**src/hdl/dda_pkg.sv**
```systemverilog
package dda_pkg;

	// coordinate and fixed-point formats
	localparam int COORD_BITS = 9;
	localparam int FRAC_BITS = 16;
	localparam int POS_BITS = COORD_BITS + FRAC_BITS;
	localparam int INC_BITS = FRAC_BITS + 2;
	localparam int CNT_BITS = COORD_BITS + 1;
	localparam int CHAN_BITS = 8;
	localparam int COLOR_BITS = 3 * CHAN_BITS;

	// divider iteration counter
	localparam int DIV_CNT_BITS = $clog2(POS_BITS);

	// queue between front and back
	localparam int FIFO_DEPTH = 2;
	localparam int FIFO_PTR_BITS = (FIFO_DEPTH > 1) ? $clog2(FIFO_DEPTH) : 1;
	localparam int FIFO_CNT_BITS = $clog2(FIFO_DEPTH + 1);

	// stream data widths, padded to whole bytes
	localparam int S_DATA_RAW = 4 * COORD_BITS + COLOR_BITS;
	localparam int S_TDATA_BITS = ((S_DATA_RAW + 7) / 8) * 8;
	localparam int M_DATA_RAW = 2 * COORD_BITS + COLOR_BITS;
	localparam int M_TDATA_BITS = ((M_DATA_RAW + 7) / 8) * 8;

	// lane index of each axis
	localparam int AXIS_X = 0;
	localparam int AXIS_Y = 1;

	typedef enum logic {
		OP_LOAD    = 1'b0,
		OP_ADVANCE = 1'b1
	} op_t;

	// classified item as held in the queue
	typedef struct packed {
		op_t                   op;
		logic [COORD_BITS-1:0] x0;
		logic [COORD_BITS-1:0] y0;
		logic [COORD_BITS-1:0] mag_x;
		logic [COORD_BITS-1:0] mag_y;
		logic                  neg_x;
		logic                  neg_y;
		logic [COORD_BITS-1:0] step;
		logic [COLOR_BITS-1:0] color;
	} item_t;

	typedef struct packed {
		logic                       start;
		logic [1:0][COORD_BITS-1:0] mag;
		logic [COORD_BITS-1:0]      divisor;
	} div_req_t;

	typedef struct packed {
		logic                     done;
		logic [1:0][POS_BITS-1:0] quo;
		logic [1:0]               rem_nz;
	} div_rsp_t;

endpackage

```
**src/hdl/dda_front.sv**
```systemverilog
module dda_front (
	input  logic                             clk,
	input  logic                             arst_n,
	input  logic                             s_axis_tvalid,
	output logic                             s_axis_tready,
	// x_start, y_start, x_end, y_end, red_in, green_in, blue_in, zero pad
	input  logic [dda_pkg::S_TDATA_BITS-1:0] s_axis_tdata,
	// op
	input  logic [0:0]                       s_axis_tuser,
	output logic                             push,
	output dda_pkg::item_t                   push_item,
	input  logic                             full
);

	localparam int CB = dda_pkg::COORD_BITS;
	localparam int CH = dda_pkg::CHAN_BITS;

	logic [CB-1:0] x0, y0, x1, y1;
	logic [CB:0]   dx, dy;
	logic [CB-1:0] mag_x, mag_y;
	dda_pkg::item_t item_c;
	dda_pkg::item_t item_s1;
	logic           valid_s1;
	logic           accept;

	// unpack fields
	assign x0 = s_axis_tdata[CB-1:0];
	assign y0 = s_axis_tdata[2*CB-1:CB];
	assign x1 = s_axis_tdata[3*CB-1:2*CB];
	assign y1 = s_axis_tdata[4*CB-1:3*CB];

	// deltas, magnitudes and major-axis length
	always_comb begin
		dx = {1'b0, x1} - {1'b0, x0};
		dy = {1'b0, y1} - {1'b0, y0};
		mag_x = dx[CB] ? CB'(-dx) : dx[CB-1:0];
		mag_y = dy[CB] ? CB'(-dy) : dy[CB-1:0];
		item_c.op = dda_pkg::op_t'(s_axis_tuser[0]);
		item_c.x0 = x0;
		item_c.y0 = y0;
		item_c.mag_x = mag_x;
		item_c.mag_y = mag_y;
		item_c.neg_x = dx[CB];
		item_c.neg_y = dy[CB];
		item_c.step = (mag_x > mag_y) ? mag_x : mag_y;
		item_c.color = {s_axis_tdata[4*CB+CH-1:4*CB],
			s_axis_tdata[4*CB+2*CH-1:4*CB+CH],
			s_axis_tdata[4*CB+3*CH-1:4*CB+2*CH]};
	end

	// one register stage ahead of the queue
	assign push = valid_s1 && !full;
	assign s_axis_tready = !valid_s1 || !full;
	assign accept = s_axis_tvalid && s_axis_tready;
	assign push_item = item_s1;

	always_ff @(posedge clk or negedge arst_n) begin
		if (!arst_n) begin
			valid_s1 <= 1'b0;
		end else if (accept) begin
			valid_s1 <= 1'b1;
		end else if (push) begin
			valid_s1 <= 1'b0;
		end
	end

	always_ff @(posedge clk) begin
		if (accept) begin
			item_s1 <= item_c;
		end
	end

endmodule

```
**src/hdl/dda_fifo.sv**
```systemverilog
module dda_fifo (
	input  logic           clk,
	input  logic           arst_n,
	input  logic           push,
	input  dda_pkg::item_t push_item,
	output logic           full,
	output logic           q_valid,
	output dda_pkg::item_t q_item,
	input  logic           pop
);

	localparam int PB = dda_pkg::FIFO_PTR_BITS;
	localparam int NB = dda_pkg::FIFO_CNT_BITS;
	localparam int DEPTH = dda_pkg::FIFO_DEPTH;

	dda_pkg::item_t mem_q [DEPTH];
	logic [PB-1:0]  wr_ptr_q, rd_ptr_q;
	logic [NB-1:0]  cnt_q;

	assign full = (cnt_q == NB'(DEPTH));
	assign q_valid = (cnt_q != '0);
	assign q_item = mem_q[rd_ptr_q];

	// pointers and fill count
	always_ff @(posedge clk or negedge arst_n) begin
		if (!arst_n) begin
			wr_ptr_q <= '0;
			rd_ptr_q <= '0;
			cnt_q <= '0;
		end else begin
			if (push) begin
				wr_ptr_q <= (wr_ptr_q == PB'(DEPTH - 1)) ? '0 : wr_ptr_q + 1'b1;
			end
			if (pop) begin
				rd_ptr_q <= (rd_ptr_q == PB'(DEPTH - 1)) ? '0 : rd_ptr_q + 1'b1;
			end
			if (push && !pop) begin
				cnt_q <= cnt_q + 1'b1;
			end else if (pop && !push) begin
				cnt_q <= cnt_q - 1'b1;
			end
		end
	end

	// entry storage
	always_ff @(posedge clk) begin
		if (push) begin
			mem_q[wr_ptr_q] <= push_item;
		end
	end

	a_no_overflow: assert property (@(posedge clk) disable iff (!arst_n)
		push |-> !full) else $error("queue written while full");
	a_no_underflow: assert property (@(posedge clk) disable iff (!arst_n)
		pop |-> q_valid) else $error("queue read while empty");

endmodule

```
**src/hdl/dda_div.sv**
```systemverilog
module dda_div (
	input  logic              clk,
	input  logic              arst_n,
	input  dda_pkg::div_req_t req,
	output dda_pkg::div_rsp_t rsp
);

	localparam int CB = dda_pkg::COORD_BITS;
	localparam int PB = dda_pkg::POS_BITS;
	localparam int FB = dda_pkg::FRAC_BITS;
	localparam int KB = dda_pkg::DIV_CNT_BITS;

	logic          busy_q;
	logic          done_q;
	logic [KB-1:0] cnt_q;
	logic [CB-1:0] divisor_q;
	logic [CB-1:0] rem_q [2];
	logic [PB-1:0] nq_q [2];
	logic [CB:0]   rem_sh [2];
	logic          ge [2];
	logic [CB-1:0] rem_nx [2];

	// one restoring step per lane; the dividend shifts out, quotient bits shift in
	always_comb begin
		for (int i = 0; i < 2; i++) begin
			rem_sh[i] = {rem_q[i], nq_q[i][PB-1]};
			ge[i] = (rem_sh[i] >= {1'b0, divisor_q});
			rem_nx[i] = ge[i] ? CB'(rem_sh[i] - {1'b0, divisor_q}) : rem_sh[i][CB-1:0];
		end
	end

	always_ff @(posedge clk or negedge arst_n) begin
		if (!arst_n) begin
			busy_q <= 1'b0;
			done_q <= 1'b0;
			cnt_q <= '0;
		end else begin
			done_q <= 1'b0;
			if (req.start) begin
				busy_q <= 1'b1;
				cnt_q <= KB'(PB - 1);
			end else if (busy_q) begin
				if (cnt_q == '0) begin
					busy_q <= 1'b0;
					done_q <= 1'b1;
				end else begin
					cnt_q <= cnt_q - 1'b1;
				end
			end
		end
	end

	// datapath
	always_ff @(posedge clk) begin
		if (req.start) begin
			divisor_q <= req.divisor;
			for (int i = 0; i < 2; i++) begin
				rem_q[i] <= '0;
				nq_q[i] <= {req.mag[i], {FB{1'b0}}};
			end
		end else if (busy_q) begin
			for (int i = 0; i < 2; i++) begin
				rem_q[i] <= rem_nx[i];
				nq_q[i] <= {nq_q[i][PB-2:0], ge[i]};
			end
		end
	end

	always_comb begin
		rsp.done = done_q;
		for (int i = 0; i < 2; i++) begin
			rsp.quo[i] = nq_q[i];
			rsp.rem_nz[i] = (rem_q[i] != '0);
		end
	end

	a_start_idle: assert property (@(posedge clk) disable iff (!arst_n)
		req.start |-> !busy_q) else $error("divider restarted while busy");

endmodule

```
**src/hdl/dda_back.sv**
```systemverilog
module dda_back (
	input  logic                             clk,
	input  logic                             arst_n,
	input  logic                             q_valid,
	input  dda_pkg::item_t                   q_item,
	output logic                             q_pop,
	output dda_pkg::div_req_t                div_req,
	input  dda_pkg::div_rsp_t                div_rsp,
	output logic                             m_axis_tvalid,
	input  logic                             m_axis_tready,
	// pixel_x, pixel_y, pixel_red, pixel_green, pixel_blue, zero pad
	output logic [dda_pkg::M_TDATA_BITS-1:0] m_axis_tdata,
	output logic                             m_axis_tlast
);

	localparam int CB = dda_pkg::COORD_BITS;
	localparam int FB = dda_pkg::FRAC_BITS;
	localparam int PB = dda_pkg::POS_BITS;
	localparam int IB = dda_pkg::INC_BITS;
	localparam int NB = dda_pkg::CNT_BITS;
	localparam int CH = dda_pkg::CHAN_BITS;
	localparam int LB = dda_pkg::COLOR_BITS;

	typedef enum logic [1:0] {
		ST_RUN = 2'b01,
		ST_DIV = 2'b10
	} state_t;

	state_t        state_q;
	logic [PB-1:0] pos_q [2];
	logic [IB-1:0] inc_q [2];
	logic [IB-1:0] inc_nx [2];
	logic [IB-1:0] quo_t [2];
	logic          neg_q [2];
	logic [NB-1:0] left_q;
	logic [LB-1:0] color_q;
	logic          out_valid_q;
	logic [CB-1:0] out_x_q, out_y_q;
	logic [LB-1:0] out_color_q;
	logic          out_last_q;
	logic          is_load, active, can_emit, emit, zero_len;

	// dispatch from the queue
	always_comb begin
		is_load = (q_item.op == dda_pkg::OP_LOAD);
		zero_len = (q_item.step == '0);
		active = (left_q != '0);
		can_emit = !out_valid_q || m_axis_tready;
		q_pop = 1'b0;
		emit = 1'b0;
		if (state_q == ST_RUN && q_valid) begin
			if (is_load || !active) begin
				q_pop = 1'b1;
			end else if (can_emit) begin
				q_pop = 1'b1;
				emit = 1'b1;
			end
		end
		div_req.start = q_pop && is_load && !zero_len;
		div_req.mag[dda_pkg::AXIS_X] = q_item.mag_x;
		div_req.mag[dda_pkg::AXIS_Y] = q_item.mag_y;
		div_req.divisor = q_item.step;
	end

	// increments: rounded up for a rising axis, negated quotient for a falling one
	always_comb begin
		for (int i = 0; i < 2; i++) begin
			quo_t[i] = div_rsp.quo[i][IB-1:0];
			inc_nx[i] = neg_q[i] ? IB'(-quo_t[i]) : IB'(quo_t[i] + IB'(div_rsp.rem_nz[i]));
		end
	end

	// control
	always_ff @(posedge clk or negedge arst_n) begin
		if (!arst_n) begin
			state_q <= ST_RUN;
			left_q <= '0;
			out_valid_q <= 1'b0;
		end else begin
			case (state_q)
				ST_RUN: begin
					if (div_req.start) begin
						state_q <= ST_DIV;
					end
				end
				ST_DIV: begin
					if (div_rsp.done) begin
						state_q <= ST_RUN;
					end
				end
				default: begin
					state_q <= ST_RUN;
				end
			endcase
			if (q_pop && is_load) begin
				left_q <= NB'({1'b0, q_item.step}) + 1'b1;
			end else if (emit) begin
				left_q <= left_q - 1'b1;
			end
			if (emit) begin
				out_valid_q <= 1'b1;
			end else if (m_axis_tready) begin
				out_valid_q <= 1'b0;
			end
		end
	end

	// line state and output register
	always_ff @(posedge clk) begin
		if (q_pop && is_load) begin
			pos_q[dda_pkg::AXIS_X] <= {q_item.x0, {FB{1'b0}}};
			pos_q[dda_pkg::AXIS_Y] <= {q_item.y0, {FB{1'b0}}};
			neg_q[dda_pkg::AXIS_X] <= q_item.neg_x;
			neg_q[dda_pkg::AXIS_Y] <= q_item.neg_y;
			color_q <= q_item.color;
			if (zero_len) begin
				inc_q[dda_pkg::AXIS_X] <= '0;
				inc_q[dda_pkg::AXIS_Y] <= '0;
			end
		end else if (emit) begin
			for (int i = 0; i < 2; i++) begin
				pos_q[i] <= pos_q[i] + {{(PB-IB){inc_q[i][IB-1]}}, inc_q[i]};
			end
		end
		if (state_q == ST_DIV && div_rsp.done) begin
			inc_q[dda_pkg::AXIS_X] <= inc_nx[dda_pkg::AXIS_X];
			inc_q[dda_pkg::AXIS_Y] <= inc_nx[dda_pkg::AXIS_Y];
		end
		if (emit) begin
			out_x_q <= pos_q[dda_pkg::AXIS_X][PB-1:FB];
			out_y_q <= pos_q[dda_pkg::AXIS_Y][PB-1:FB];
			out_color_q <= color_q;
			out_last_q <= (left_q == NB'(1));
		end
	end

	// color is held red high, blue low; the stream carries red first
	assign m_axis_tvalid = out_valid_q;
	assign m_axis_tlast = out_last_q;
	assign m_axis_tdata = dda_pkg::M_TDATA_BITS'({out_color_q[CH-1:0],
		out_color_q[2*CH-1:CH], out_color_q[3*CH-1:2*CH], out_y_q, out_x_q});

	a_no_pop_in_div: assert property (@(posedge clk) disable iff (!arst_n)
		(state_q == ST_DIV) |-> !q_pop) else $error("queue read during divide");
	a_done_in_div: assert property (@(posedge clk) disable iff (!arst_n)
		div_rsp.done |-> (state_q == ST_DIV)) else $error("divide done out of turn");
	a_emit_counts: assert property (@(posedge clk) disable iff (!arst_n)
		emit |=> (left_q == $past(left_q) - 1'b1)) else $error("pixel count slip");

endmodule

```
**src/hdl/dda_line_rasterizer.sv**
```systemverilog
// Channel   Direction  tdata                                      tuser  tlast
// s_axis    in         x_start,y_start,x_end,y_end,red,green,blue op     -
// m_axis    out        pixel_x,pixel_y,red,green,blue             -      last_pixel
//
// Advance transfers yield one pixel per cycle while a line has pixels left,
// no divide is running and the output is taken. A load of a non-zero line
// waits in the divide state while the shared bit-serial divider forms both axis increments.
// A two-entry queue parts input classification from pixel stepping; input
// transfers continue in a divide or output stall till queue and input stage fill.
// arst_n clears the queue, the pixel count and the output register.
module dda_line_rasterizer (
	input  logic                             clk,
	input  logic                             arst_n,
	input  logic                             s_axis_tvalid,
	output logic                             s_axis_tready,
	// x_start, y_start, x_end, y_end, red_in, green_in, blue_in, zero pad
	input  logic [dda_pkg::S_TDATA_BITS-1:0] s_axis_tdata,
	// op
	input  logic [0:0]                       s_axis_tuser,
	output logic                             m_axis_tvalid,
	input  logic                             m_axis_tready,
	// pixel_x, pixel_y, pixel_red, pixel_green, pixel_blue, zero pad
	output logic [dda_pkg::M_TDATA_BITS-1:0] m_axis_tdata,
	// last_pixel
	output logic                             m_axis_tlast
);

	logic              push, full, q_valid, q_pop;
	dda_pkg::item_t    push_item, q_item;
	dda_pkg::div_req_t div_req;
	dda_pkg::div_rsp_t div_rsp;

	dda_front u_front (
		.clk           (clk),
		.arst_n        (arst_n),
		.s_axis_tvalid (s_axis_tvalid),
		.s_axis_tready (s_axis_tready),
		.s_axis_tdata  (s_axis_tdata),
		.s_axis_tuser  (s_axis_tuser),
		.push          (push),
		.push_item     (push_item),
		.full          (full)
	);

	dda_fifo u_fifo (
		.clk       (clk),
		.arst_n    (arst_n),
		.push      (push),
		.push_item (push_item),
		.full      (full),
		.q_valid   (q_valid),
		.q_item    (q_item),
		.pop       (q_pop)
	);

	dda_div u_div (
		.clk    (clk),
		.arst_n (arst_n),
		.req    (div_req),
		.rsp    (div_rsp)
	);

	dda_back u_back (
		.clk           (clk),
		.arst_n        (arst_n),
		.q_valid       (q_valid),
		.q_item        (q_item),
		.q_pop         (q_pop),
		.div_req       (div_req),
		.div_rsp       (div_rsp),
		.m_axis_tvalid (m_axis_tvalid),
		.m_axis_tready (m_axis_tready),
		.m_axis_tdata  (m_axis_tdata),
		.m_axis_tlast  (m_axis_tlast)
	);

endmodule

```
**config.mk**
```make
export PLATFORM = sky130hd
export DESIGN_NAME = dda_line_rasterizer
export DESIGN_NICKNAME = d
export VERILOG_FILES = /design/src/hdl/dda_pkg.sv /design/src/hdl/dda_front.sv /design/src/hdl/dda_fifo.sv /design/src/hdl/dda_div.sv /design/src/hdl/dda_back.sv /design/src/hdl/dda_line_rasterizer.sv
export SDC_FILE = /design/constraint.sdc
export NUM_CORES = 1
export LEC_CHECK = 0
export ABC_AREA = 1
export BUFFER_PORTS_ARGS = -buffer_cell sky130_fd_sc_hd__buf_2
export CAP_MARGIN = 20
export CORE_MARGIN = 5
export CORE_UTILIZATION = 65
export DETAILED_ROUTE_END_ITERATION = 12
export PLACE_DENSITY_LB_ADDON = 0.15
export RECOVER_POWER = 25
export SLEW_MARGIN = 20
export SYNTH_ARGS = -nofsm -noshare
export SYNTH_HDL_FRONTEND = slang
export SYNTH_SLANG_ARGS = --single-unit
```
**constraint.sdc**
```tcl
create_clock -name clk -period 7.2 [get_ports clk]
set_input_delay 0.72 -clock clk [delete_from_list [all_inputs] [get_ports clk]]
set_output_delay 0.72 -clock clk [all_outputs]
set_load 0.03 [all_outputs]
```
; Yosys cells after proc, flatten, opt, wreduce, memory -nomap -nowiden
; Memory sizes are Yosys's and may differ from the RTL's.
; Index checks and enable logic that the tools add are counted.
[op_classes]
add_sub_neg = 19
multipliers = 0
div = 0
order_cmp = 3
n_eq_ne = 7
shift = 0
n_mux = 59
n_bitwise = 9
n_reduce_logical = 31
[op_table]
columns = operator, n
row1 = 25-bit 2-to-1 mux, 4
row2 = 18-bit 2-to-1 mux, 4
row3 = 9-bit 2-to-1 mux, 7
row4 = 25-bit adder, 2
row5 = 18-bit by 1-bit adder with 18-bit output, 2
row6 = 18-bit negator, 2
row7 = 1-bit 2-to-1 mux, 34
row8 = 10-bit by 9-bit greater-or-equal comparator with 1-bit output, 2
row9 = 10-bit 2-to-1 mux, 2
row10 = 9-bit by 9-bit subtractor with 10-bit output, 2
row11 = 9-bit negator, 2
row12 = 9-bit nonzero test, 2
row13 = 9-bit subtractor, 2
row14 = 5-bit 2-to-1 mux, 3
row15 = 2-bit nonzero test, 6
row16 = 9-bit by 1-bit adder with 10-bit output (second input constant), 1
row17 = 10-bit by 1-bit equality test with 1-bit output (second input constant), 1
row18 = 10-bit nonzero test, 1
row19 = 10-bit by 1-bit subtractor with 10-bit output (second input constant), 1
row20 = 9-bit greater-than comparator, 1
row21 = 9-bit logical NOT, 1
row22 = 1-bit logical AND, 8
row23 = 2-bit 2-to-1 mux, 4
row24 = 1-bit OR, 8
row25 = 13 further kinds, 26
[totals]
regBits = 173
latchBits = 0
ram_bits = 300
rom_bits = 0
input_bits = 69
out_inout_bits = 51
wordCells = 159
mem_count = 6
[mem_list]
columns = name, words, width, rd, rd_clocked_by_memory_dff, write_ports, line
row1 = u_fifo.mem_q, 2, 72, 1, 0, 1, dda_fifo.sv:16  ; dda_pkg::item_t mem_q [DEPTH];
row2 = u_back.pos_q, 2, 25, 2, 0, 2, dda_back.sv:30  ; logic [PB-1:0] pos_q [2];
row3 = u_div.nq_q, 2, 25, 2, 0, 2, dda_div.sv:18  ; logic [PB-1:0] nq_q [2];
row4 = u_back.inc_q, 2, 18, 2, 0, 2, dda_back.sv:31  ; logic [IB-1:0] inc_q [2];
row5 = u_div.rem_q, 2, 9, 2, 0, 2, dda_div.sv:17  ; logic [CB-1:0] rem_q [2];
row6 = u_back.neg_q, 2, 1, 2, 0, 2, dda_back.sv:34  ; logic neg_q [2];

; Longest topological paths before layout
[logic_depth]
depth_word = 10
depth_mapped = 24
depth_no_buf = 24

; Modules after synthesis
; Synthesis repeated with hierarchy kept, for this count alone.
[hier_totals]
cells_unflattened = 2735
hier_area_um2 = 25803.5
[by_module_without_submodules]
columns = mod, instances, cells_each, area_each_um2, seq_area_each_um2
row1 = dda_back, 1, 1573, 11587.4, 4981.0
row2 = dda_fifo, 1, 249, 5751.8, 4424.2
row3 = dda_div, 1, 512, 4523.1, 2487.4
row4 = dda_front, 1, 401, 3941.3, 2187.1

; Worst setup path after synthesis
; OpenSTA, ideal clock, no wires.
[synth_path]
kind = reg-to-reg
from = reg u_fifo.rd_ptr_q
to = mem u_back.inc_q[0][0] in the netlist's numbering, enable pin
setup_time_ns = 0.479
t_arrival_ns = 3.932
required_time_ns = 6.721
path_slack_ns = 2.789
path_stages_with_launch = 10
n_path_buf = 2
period_less_slack_ns = 4.411
path_cell_list = dfrtp_1 > buf_6 > buf_4 > nand2_1 > o21ai_1 > ha_1 > nand2_1 > nor3_2 > nand3_2 > o21ai_0
[synth_lines]
columns = element, line
row1 = "start, declared", dda_fifo.sv:17  ; logic [PB-1:0] wr_ptr_q, rd_ptr_q;
row2 = "start signal, assigned", dda_fifo.sv:35  ; rd_ptr_q <= (rd_ptr_q == PB'(DEPTH - 1)) ? '0 : rd_ptr_q + 1'b1;
row3 = "end, declared", dda_back.sv:31

==> run_results.csv <==
group,metric,value,unit
run_status,status,"finished clean",
setup_path,reg2reg_slack,2.99,ns
setup_path,rr_startpoint,"u_fifo.rd_ptr_q",
cts,clkSinkCount,473,
detailed_routing,drt_first_pass_iters,7,
timing,slew_viol_final,0,
timing,worstMarginPinSlew,1.38,ns
yosys,synth-warning-count,0,
cts,cts-htree-levels,2,
yosys,synth_top_area_share,56.3,%
setup_path,crit_top_cell,"buf_4",
detailed_routing,vias,17600,
setup_path,r2r-end,"u_div.rem_q[0][6]",
setup_path,crit_chain,"buf_4 > o21ai_1 > ha_1 > nand2_1 > nor3_2 > nand3_2 > nand2_4 > inv_1 > or2_2 > buf_4",
timing,finalSetupTns,0,ns
cts,path_clk_slew,0.06,ns
global_routing,grt_use_total,25.7,%
pwr,leakagePower,0.0112,uW
setup_path,crit_path_end_kind,"register",
detailed_routing,drc_errors,0,
timing,fmax,237,MHz
floorplan,die_area,40700,um^2
global_routing,gr-total-overflow,0,
timing,finalHoldViolCount,0,
yosys,yosys.area.top_type,"edfxtp_1",
setup_path,cp.required,7.45,ns
floorplan,num_rows,70,
yosys,synth_area,23900,um^2
pwr,peakVddDrop,0.000427,V
min_path,hold_path_depth,1,
yosys,synthArstFlopShare,5.29,%
yosys,synth.most_common_cell,"nand2_1",
placement,dp_hpwl,36300,um
cts,cts_tree,"yes",
yosys,synth_cell_types,51,
timing,clock_skew,0.0350,ns
yosys,synth.area.top_cells,"edfxtp_1 56%, nand2_1 10%, ha_1 5.7%",
floorplan,fp.dieW,202,um
yosys,netlist_instances,2439,
global_routing,grt_pass1_vias,17200,
yosys,synth.avg_cell_area,9.81,um^2
setup_path,ff2ff_path_depth,10,
placement,globalplace.congestion,0.965,
global_routing,grt_pass1_wl,85500,um
layout,nets,2744,
detailed_routing,ant_nets,0,
yosys,synthTopCellsByCount,"661 x nand2_1, 448 x edfxtp_1, 254 x inv_1, 246 x nor2_1, 137 x a21oi_1",
setup_path,worstPathMaxFanout,75,
layout,fillers,2611,
floorplan,start_util,65.6,%
timing,period_share,58.5,%
global_routing,antenna_found_initial,1,
cts,clk_latency,0.59,ns
setup_path,arrival,4.46,ns
cts,clockRootBuffer,"clkbuf_16",
timing,rsz0062_at_grt,"no",
timing,fin_crit,4.21,ns
min_path,hp-class,"in2reg",
flow_run,max_cap_violations,0,
detailed_routing,wl_per_cell,17.3,um
detailed_routing,avgViaCountPerCell,5.74,
layout,drive_gt1_share,8.09,%
cts,cts-resized-gates,0,
setup_path,worstSetupStartpointType,"register",
cts,cts_hold_buf,0,
detailed_routing,drt_iter0_markers,1486,
floorplan,die-height,202,um
cts,post-cts-setup-buffers,0,
yosys,synth_flop_cell,"edfxtp_1",
placement,port_buffers,109,
global_routing,grt_max_degree,82,
yosys,synth_edf_count,448,
pwr,pwr_density_cell,460,nW/um^2
cts,numCtsBuffers,47,
setup_path,slowest_stage,"or2_2",
min_path,min_from,"s_axis_tdata[36]",
pwr,finalPower,12200,uW
yosys,ys_seq_elements,473,
min_path,hold_end,"u_front.push_item[16]",
setup_path,crit_type,"reg2reg",
yosys,yosysSeqAreaShare,58.9,%
cts,clockBufferDepth,3,
timing,setup_viol_count_final,0,
floorplan,ios,120,
timing,slew_headroom,8.01,%
layout,syn_to_final_growth,10.5,%
setup_path,critPathMaxStageDelay,0.90,ns
floorplan,core,36400,um^2
detailed_routing,routed_wl,53000,um
[area by class of cell]
class / count / area (um^2) / share of cell area, %
clock inverters: 19 / 235 / 0.890
repair buffers: 121 / 618 / 2.34
clock buffers: 65 / 1280 / 4.86
well taps: 468 / 586 / 2.22
inverters: 260 / 977 / 3.70
diodes: 1 / 2.50 / 0.00947
flip-flops and latches: 473 / 14100 / 53.3
multi-input cells: 1657 / 8630 / 32.7
[layer usage]
metal	GRT usage (%)	wire [um]
met1	34.5	22600
met2	44.3	26100
met3	3.98	3260
met4	6.74	1090
met5	0	0
[cells in the final DEF (no fill, tap or decap), types with 3 or more instances in the layout]
cell         n
clkinv_1     5
nor4_1       8
a211oi_1     3
nand3_1    118
o31ai_1      6
inv_1      251
clkbuf_1    29
ha_1       109
a21oi_1    137
nor2_4       3
buf_2       95
o21bai_1     9
o221ai_1     5
o21ai_2     13
dfrtp_1     23
xnor2_1     13
xor2_1      39
o21ai_1      8
o211ai_1     6
fa_1         6
a21o_1       4
nor2_1     244
nor3_1      34
bufinv_16    4
clkbuf_16   48
nand3b_1     8
mux2i_1      3
o21ai_0    131
edfxtp_1   448
inv_2        7
nand4_1     38
o21a_1      17
or2_2        5
clkinv_2     7
conb_1       6
a21boi_0     4
nand2_1    660
buf_4       12
[through the flow]
stage	area [um^2]	cells	utilization, %	setup slack, ns	hold WS, ns
global placement	24900	2979	68.4	2.91	0.404
global route	26400	3064	72.5	2.68	0.270
floorplan	23900	2444	-	2.79	0.400
detailed placement	24900	2979	68.4	2.83	0.405
CTS	26400	3063	72.5	2.95	0.114
finish	26400	3064	72.5	2.99	0.298
[sequential cells by signal (all words and copies together), names as in the netlist, 2 cells and up]
| signal | cells |
|---|---|
| u_div.divisor_q | 9 |
| u_back.out_color_q | 24 |
| u_front.push_item | 72 |
| u_back.out_y_q | 9 |
| u_div.cnt_q | 5 |
| u_fifo.cnt_q | 2 |
| u_back.pos_q | 50 |
| u_back.out_x_q | 9 |
| u_back.left_q | 10 |
| u_div.nq_q | 50 |
| u_back.state_q | 2 |
| u_back.inc_q | 36 |
| u_back.neg_q | 2 |
| u_back.color_q | 24 |
| u_fifo.mem_q | 144 |
| u_div.rem_q | 18 |
[worst max path at each step]
stage,from,endpoint,slack [ns],cells after the start
3_5_place_dp,s_axis_tdata[9],u_front.push_item[25],2.83,24
5_1_grt,u_fifo.rd_ptr_q,u_div.rem_q[0][6],2.68,10
4_1_cts,u_fifo.rd_ptr_q,u_div.rem_q[0][6],2.95,10
6_report,u_fifo.rd_ptr_q,u_div.rem_q[0][6],2.99,10
3_3_place_gp,s_axis_tdata[9],u_front.push_item[25],2.91,21
2_1_floorplan,u_fifo.rd_ptr_q,u_back.inc_q[0][0],2.79,9
[worst max-delay path, delay by kind of cell, from the launching register on]
family,cells,cell delay (ns)
compound gates,1,0.38
fa+ha+maj,1,0.31
buf+inv,3,1.48
flops,1,0.36
simple gates,5,1.23
[where the power goes]
group | leakage (uW) | internal [uW] | switching, uW | total [uW]
combinational | 0.00578 | 1440 | 3380 | 4830
sequential | 0.00467 | 4460 | 463 | 4920
clock | 0.000733 | 1400 | 1020 | 2410
[kinds of logic (layout without fill, tap and decap cells)]
group,Yosys count,count (layout),synth area share (%)
xor gates and xnor gates,52,52,1.90
and+or+nand+nor,1130,1130,19.4
AOI/OAI and AO/OA,351,351,8.21
adders and majority gates,115,115,6.20
muxes,3,3,0.126
DFF,473,473,58.9
buffers and inverters,314,465,5.25
other,1,7,0.0157
No activity file was read; power rests on OpenSTA's default activity.
